==> config.mk <==
export PLATFORM = sky130hd
export DESIGN_NAME = cycle_count_timestamp_split_unit
export DESIGN_NICKNAME = d
export VERILOG_FILES = /design/src/hdl/ccts_pkg.sv /design/src/hdl/cycle_count_timestamp_split_unit.sv
export SDC_FILE = /design/constraint.sdc
export NUM_CORES = 1
export LEC_CHECK = 0
export BUFFER_PORTS_ARGS = -buffer_cell sky130_fd_sc_hd__buf_2
export CORE_ASPECT_RATIO = 0.9
export CORE_MARGIN = 8
export CORE_UTILIZATION = 53
export CTS_BUF_LIST = sky130_fd_sc_hd__clkbuf_8 sky130_fd_sc_hd__clkbuf_16
export CTS_CLUSTER_DIAMETER = 100
export DETAILED_ROUTE_END_ITERATION = 10
export PLACE_DENSITY = 0.85
export SYNTH_ARGS = -nofsm -noshare
export SYNTH_HDL_FRONTEND = slang
export SYNTH_SLANG_ARGS = --single-unit
==> constraint.sdc <==
create_clock -name clk_i -period 9.96 [get_ports clk_i]
set_input_delay 1.494 -clock clk_i [delete_from_list [all_inputs] [get_ports clk_i]]
set_output_delay 1.494 -clock clk_i [all_outputs]
set_load 0.01 [all_outputs]
==> src/hdl/ccts_pkg.sv <==
// shared widths and constants for the cycle count timestamp split unit
package ccts_pkg;

  localparam int unsigned SampleW = 32;
  localparam int unsigned CycleW  = 64;
  localparam int unsigned FreqW   = 10;
  localparam int unsigned SecW    = 48;
  localparam int unsigned SubW    = 10;
  localparam int unsigned UsRemW  = 20;

  localparam logic [FreqW-1:0]  FreqResetMhz = FreqW'(168);
  localparam logic [UsRemW:0]   UsPerS       = (UsRemW+1)'(1000000);
  localparam logic [SubW:0]     UsPerMs      = (SubW+1)'(1000);
  localparam logic [SubW-1:0]   SubMax       = SubW'(999);

endpackage

==> src/hdl/cycle_count_timestamp_split_unit.sv <==
// cycle counter wrap extension and seconds / ms / us split, bit-serial dividers
//
//   channel  signals                              beat
//   in       in_valid_i  in_ready_o               counter_sample_i
//   out      out_valid_o out_ready_i              seconds_o milliseconds_o
//                                                 microseconds_o total_microseconds_o
//   cfg      cfg_valid_i cfg_ready_o              cpu_freq_mhz_i
//
// one beat in flight: the chained divide by mhz and by one million (one quotient bit
// per cycle) in div, then the divide by one thousand in split, then done hands the
// result over to the output register; no new input beat is taken before idle.
// the output register holds a result while the next beat is already in work; a result
// that is not taken keeps the next beat waiting in done with the input closed.
// reset sets the clock register to 168 mhz and clears sample and wrap count.
module cycle_count_timestamp_split_unit (
  input  logic                          clk_i,
  input  logic                          rst_ni,
  input  logic                          in_valid_i,
  output logic                          in_ready_o,
  input  logic [ccts_pkg::SampleW-1:0]  counter_sample_i,
  output logic                          out_valid_o,
  input  logic                          out_ready_i,
  output logic [ccts_pkg::SecW-1:0]     seconds_o,
  output logic [ccts_pkg::SubW-1:0]     milliseconds_o,
  output logic [ccts_pkg::SubW-1:0]     microseconds_o,
  output logic [ccts_pkg::CycleW-1:0]   total_microseconds_o,
  input  logic                          cfg_valid_i,
  output logic                          cfg_ready_o,
  input  logic [ccts_pkg::FreqW-1:0]    cpu_freq_mhz_i
);

  localparam logic [1:0] StIdle  = 2'd0;
  localparam logic [1:0] StDiv   = 2'd1;
  localparam logic [1:0] StSplit = 2'd2;
  localparam logic [1:0] StDone  = 2'd3;

  localparam logic [5:0] DivLast   = 6'(ccts_pkg::CycleW - 1);
  localparam logic [5:0] SplitLast = 6'(ccts_pkg::UsRemW - 1);

  logic [1:0]                      state_q, state_d;
  logic [5:0]                      cnt_q, cnt_d;
  logic                            out_valid_q, out_valid_d;
  logic [ccts_pkg::FreqW-1:0]      freq_q, freq_d;
  logic [ccts_pkg::SampleW-1:0]    last_q, last_d;
  logic [ccts_pkg::SampleW-1:0]    wrap_q, wrap_d;

  logic [ccts_pkg::CycleW-1:0]     cyc_q, cyc_d;
  logic [ccts_pkg::CycleW-1:0]     total_q, total_d;
  logic [ccts_pkg::SecW-1:0]       secs_q, secs_d;
  logic [ccts_pkg::FreqW-1:0]      r1_q, r1_d;
  logic [ccts_pkg::UsRemW-1:0]     r2_q, r2_d;
  logic [ccts_pkg::SubW-1:0]       r3_q, r3_d;
  logic [ccts_pkg::SubW-1:0]       ms_q, ms_d;

  logic [ccts_pkg::SecW-1:0]       o_secs_q, o_secs_d;
  logic [ccts_pkg::SubW-1:0]       o_ms_q, o_ms_d;
  logic [ccts_pkg::SubW-1:0]       o_us_q, o_us_d;
  logic [ccts_pkg::CycleW-1:0]     o_total_q, o_total_d;

  logic                            in_fire, cfg_fire, load_out;
  logic [ccts_pkg::FreqW:0]        t1;
  logic                            ge1;
  logic [ccts_pkg::UsRemW:0]       t2;
  logic                            ge2;
  logic [ccts_pkg::SubW:0]         t3;
  logic                            ge3;
  logic [ccts_pkg::SampleW-1:0]    wrap_next;

  assign in_ready_o  = (state_q == StIdle);
  assign cfg_ready_o = 1'b1;
  assign in_fire     = in_valid_i && in_ready_o;
  assign cfg_fire    = cfg_valid_i && cfg_ready_o;
  assign load_out    = (state_q == StDone) && (!out_valid_q || out_ready_i);

  assign out_valid_o          = out_valid_q;
  assign seconds_o            = o_secs_q;
  assign milliseconds_o       = o_ms_q;
  assign microseconds_o       = o_us_q;
  assign total_microseconds_o = o_total_q;

  // one step of each serial divider
  assign t1  = {r1_q, cyc_q[ccts_pkg::CycleW-1]};
  assign ge1 = t1 >= {1'b0, freq_q};
  assign t2  = {r2_q, ge1};
  assign ge2 = t2 >= ccts_pkg::UsPerS;
  assign t3  = {r3_q, r2_q[ccts_pkg::UsRemW-1]};
  assign ge3 = t3 >= ccts_pkg::UsPerMs;

  assign wrap_next = (counter_sample_i < last_q) ? wrap_q + 1'b1 : wrap_q;

  always_comb begin
    state_d     = state_q;
    cnt_d       = cnt_q;
    out_valid_d = out_valid_q;
    freq_d      = freq_q;
    last_d      = last_q;
    wrap_d      = wrap_q;
    cyc_d       = cyc_q;
    total_d     = total_q;
    secs_d      = secs_q;
    r1_d        = r1_q;
    r2_d        = r2_q;
    r3_d        = r3_q;
    ms_d        = ms_q;
    o_secs_d    = o_secs_q;
    o_ms_d      = o_ms_q;
    o_us_d      = o_us_q;
    o_total_d   = o_total_q;

    if (cfg_fire && (cpu_freq_mhz_i != '0)) begin
      freq_d = cpu_freq_mhz_i;
    end
    if (out_valid_q && out_ready_i) begin
      out_valid_d = 1'b0;
    end

    unique case (state_q)
      StIdle: begin
        if (in_fire) begin
          wrap_d  = wrap_next;
          last_d  = counter_sample_i;
          cyc_d   = {wrap_next, counter_sample_i};
          r1_d    = '0;
          r2_d    = '0;
          r3_d    = '0;
          cnt_d   = DivLast;
          state_d = StDiv;
        end
      end
      StDiv: begin
        cyc_d   = {cyc_q[ccts_pkg::CycleW-2:0], 1'b0};
        r1_d    = ge1 ? ccts_pkg::FreqW'(t1 - {1'b0, freq_q})
                      : ccts_pkg::FreqW'(t1);
        total_d = {total_q[ccts_pkg::CycleW-2:0], ge1};
        r2_d    = ge2 ? ccts_pkg::UsRemW'(t2 - ccts_pkg::UsPerS)
                      : ccts_pkg::UsRemW'(t2);
        secs_d  = {secs_q[ccts_pkg::SecW-2:0], ge2};
        cnt_d   = cnt_q - 1'b1;
        if (cnt_q == '0) begin
          cnt_d   = SplitLast;
          state_d = StSplit;
        end
      end
      StSplit: begin
        r2_d  = {r2_q[ccts_pkg::UsRemW-2:0], 1'b0};
        r3_d  = ge3 ? ccts_pkg::SubW'(t3 - ccts_pkg::UsPerMs)
                    : ccts_pkg::SubW'(t3);
        ms_d  = {ms_q[ccts_pkg::SubW-2:0], ge3};
        cnt_d = cnt_q - 1'b1;
        if (cnt_q == '0) begin
          state_d = StDone;
        end
      end
      StDone: begin
        if (load_out) begin
          o_secs_d    = secs_q;
          o_ms_d      = ms_q;
          o_us_d      = r3_q;
          o_total_d   = total_q;
          out_valid_d = 1'b1;
          state_d     = StIdle;
        end
      end
      default: begin
        state_d = StIdle;
      end
    endcase
  end

  always_ff @(posedge clk_i or negedge rst_ni) begin
    if (!rst_ni) begin
      state_q     <= StIdle;
      cnt_q       <= '0;
      out_valid_q <= 1'b0;
      freq_q      <= ccts_pkg::FreqResetMhz;
      last_q      <= '0;
      wrap_q      <= '0;
    end else begin
      state_q     <= state_d;
      cnt_q       <= cnt_d;
      out_valid_q <= out_valid_d;
      freq_q      <= freq_d;
      last_q      <= last_d;
      wrap_q      <= wrap_d;
    end
  end

  always_ff @(posedge clk_i) begin
    cyc_q     <= cyc_d;
    total_q   <= total_d;
    secs_q    <= secs_d;
    r1_q      <= r1_d;
    r2_q      <= r2_d;
    r3_q      <= r3_d;
    ms_q      <= ms_d;
    o_secs_q  <= o_secs_d;
    o_ms_q    <= o_ms_d;
    o_us_q    <= o_us_d;
    o_total_q <= o_total_d;
  end

endmodule

==> results.md <==
- Cell area after synthesis: 0.0178 mm²
- Clk sinks: 441
- Per-cell routed wire length: 18.4 µm
- Pwr dens: 316 mW/mm²
- Post-Synthesis Cells: 1243
- Setup TNS: 0 ns
- Total CTS buffers: 44
- Placed Cells: 1813
- FMAX: 0.247 GHz
- Die footprint: 0.0398 mm²
- Fillers: 2341
- Worst setup SP type: primary input
- FF/Latch Area: 0.0128 mm²
- Ys async rst share: 0.188
- Tot Pwr: 6540 µW
- Max-cap viol count: 0
- Final setup viols: 0
- Via count: 10650
- Post-layout util: 0.626
- Post-synth EDFFs: 358
- Dpl hpwl: 22500 µm
- Clock skew: 0.0150 ns
- Final Hold Fails: 0
- Worst vdd ir: 0.000189 V
- Area Overhead vs Synth: 15.9%
- Layout Nets: 1536
- Worst setup startpoint: counter_sample_i[9]
- Min Tclk post-route: 4.06 ns
- Core area: 0.0330 mm²
- Die Ht: 190 µm
- Antenna viol nets, final: 0
- Die width: 209 µm
- Actual slew at the worst max-slew pin: 1.12 ns
- Register area share after synthesis: 0.719
- I/O pin count: 182
- Hold_buf cts: 0
- Starting density of the core: 0.540
- Post-Syn Area per Cell: 14.4 µm²
- Clock Pin Slew Worst Setup and Hold Paths: 0.06 ns
- Share of layout cells above drive strength 1: 0.212
- Vias in the first global route: 10350
- First-pass GRT wire length: 55400 µm
- Root buffer cell: clkbuf_16
- Final period utilization: 0.407
- Status: complete, no violations
- WP data required: 10.26 ns
- Yosys Warn Count: 0
- Worst Path Arrival: 4.35 ns
- Hold Startpoint: ms_q[9]
- Post-cts sizing count: 0
- Hold_ws: 0.427 ns
- Non-filler cells, final: 1896
- Number of core rows: 63
- Crit. End Element: flop
- CTS tree: yes
- Top FF cell, synth: edfxtp_1
- Antenna violations before repair: 1
- Relative slew slack: 0.252
- R2R Path Start: last_q[9]
- CTS Buffer Depth: 3
- Hold WC Path Type: reg -> reg
- Pre-antenna DRT Iters: 5
- Port bufs: 180
- # DRC: 0
- Max Fanout on Critical Path: 11
- RePlAce Congestion: 0.820
- Worst-Skew Late Latency: 0.56 ns
- Pleak: 0.00785 µW
- GRT Overall Usage: 0.170
- GRT overflow: 0
- RSZ-0062 raised after global routing: no
- Final Max Tran Viols: 0
- Post-CTS Setup Repair Bufs: 0
- Initial DRC count: 705
- Vias per inst: 5.62
- WL final: 34900 µm
- H-tree levels: 2
- Multi-input gate area: 0.00462 mm²
- Netlist cell types: 70
- Yosys reg bits: 441
- WS Path Type: in -> reg
- Largest net degree at the start of global routing: 87
- Syn Nets: 1342
## per-stage QoR
step                      setup slack [ns]  area (µm²)
after floorplan                      0.153       17800
after global placement                5.43       19200
after detailed placement              5.37       19200
after CTS                             5.96       20700
after global routing                  5.74       20700
final                                 5.90       20700
## per-layer routing
| layer | GRT usage | part of all wire |
|---|---|---|
| met1 | 0.237 | 0.45 |
| met2 | 0.273 | 0.47 |
| met3 | 0.0334 | 0.068 |
| met4 | 0.0469 | 0.017 |
| met5 | 0 | 0 |
## final timing paths
kind,to,slack [ns],cells after the start
worst max-delay path,cyc_q[63],5.90,9
worst min-delay path,milliseconds_o[9],0.43,0
worst max register to register,cyc_q[63],6.61,9
worst min register to register,milliseconds_o[9],0.43,0
max in group asynchronous,last_q[12],7.94,2
min in group asynchronous,freq_q[9],0.77,1
## layout make-up
| type | count | share of cell area |
|---|---|---|
| clock inverters | 34 | 0.0148 |
| multi-input cells | 696 | 0.224 |
| well taps | 422 | 0.0255 |
| diodes | 1 | 0.000121 |
| repair buffers | 192 | 0.0480 |
| flip-flops and latches | 441 | 0.620 |
| inverters | 62 | 0.0113 |
| clock buffers | 48 | 0.0564 |
## cells in the final DEF (no fill, tap or decap), types with 6 or more instances in the layout
| cell type | n |
|---|---|
| and3_1 | 14 |
| a21o_1 | 10 |
| xor2_1 | 31 |
| buf_4 | 13 |
| nor2b_1 | 9 |
| edfxtp_1 | 358 |
| mux2_2 | 34 |
| or3_1 | 17 |
| nand2b_1 | 10 |
| a211oi_1 | 9 |
| ha_1 | 50 |
| xnor2_1 | 20 |
| nand4_1 | 22 |
| nor2_1 | 61 |
| buf_2 | 179 |
| clkinv_1 | 6 |
| a31oi_1 | 26 |
| and4_1 | 8 |
| and2_1 | 9 |
| nand3_1 | 29 |
| dfrtp_1 | 80 |
| nand2_1 | 97 |
| inv_1 | 72 |
| mux2i_1 | 6 |
| nor4_1 | 7 |
| a21oi_1 | 38 |
| nor3_1 | 27 |
| o21ai_0 | 89 |
| clkbuf_16 | 45 |
## cell families (layout without fill, tap and decap cells)
family	count (synthesis)	after routing	synth area share
xor+xnor	51	51	0.0250
simple gates	333	333	0.0948
mux	40	40	0.0248
flops	441	441	0.719
compound gates	219	219	0.0757
buf+inv	106	336	0.0234
other cells	1	2	0.000210
fa+ha+maj	52	52	0.0369
## critical path, cell delays in order
cell      delay (ns)
buf_2           0.12
ha_1            0.32
a21o_1          0.17
a221o_1         0.32
a211oi_2        0.30
o41ai_4         0.22
a21oi_1         0.93
a21oi_1         0.14
o31a_1          0.33
## registers in the layout, summed over array words and instances, names as in the netlist, 20 cells and up
register	flops
cyc_q	64
total_microseconds_o	64
total_q	64
seconds_o	48
secs_q	48
last_q	32
wrap_q	32
r2_q	20
## power breakdown
group / total [µW] / internal, µW / leakage [µW] / switching [µW]
clock network: 1650 / 955 / 0.000755 / 694
logic: 1700 / 577 / 0.00278 / 1130
registers: 3180 / 2900 / 0.00432 / 289
## cells in the mapped netlist (all sizes together), types with 3 or more instances
master	n	area, µm²
nand3	29	145
a21oi	38	190
nand2	97	364
a22o	3	26.3
o2bb2ai	3	26.3
nand2b	10	62.6
or4	3	22.5
a31oi	26	163
inv	60	225
and3	14	87.6
buf	13	68.8
ha	51	638
xor2	31	272
nor2	62	233
mux2i	6	60.1
nor2b	9	56.3
dfrtp	80	2000
o211ai	5	37.5
dfstp	3	78.8
nand4	22	138
nor4	11	93.8
a2111oi	3	32.5
and4	8	70.1
a21o	10	75.1
and2	12	75.1
edfxtp	358	10800
nor3	28	145
o21ai	92	460
a21boi	5	37.5
a22oi	3	22.5
xnor2	20	175
a211oi	11	92.6
o31ai	3	22.5
or3	17	106
mux2	34	383
clkbuf	31	116
nor3b	3	22.5
No activity file was read; power rests on OpenSTA's default activity.
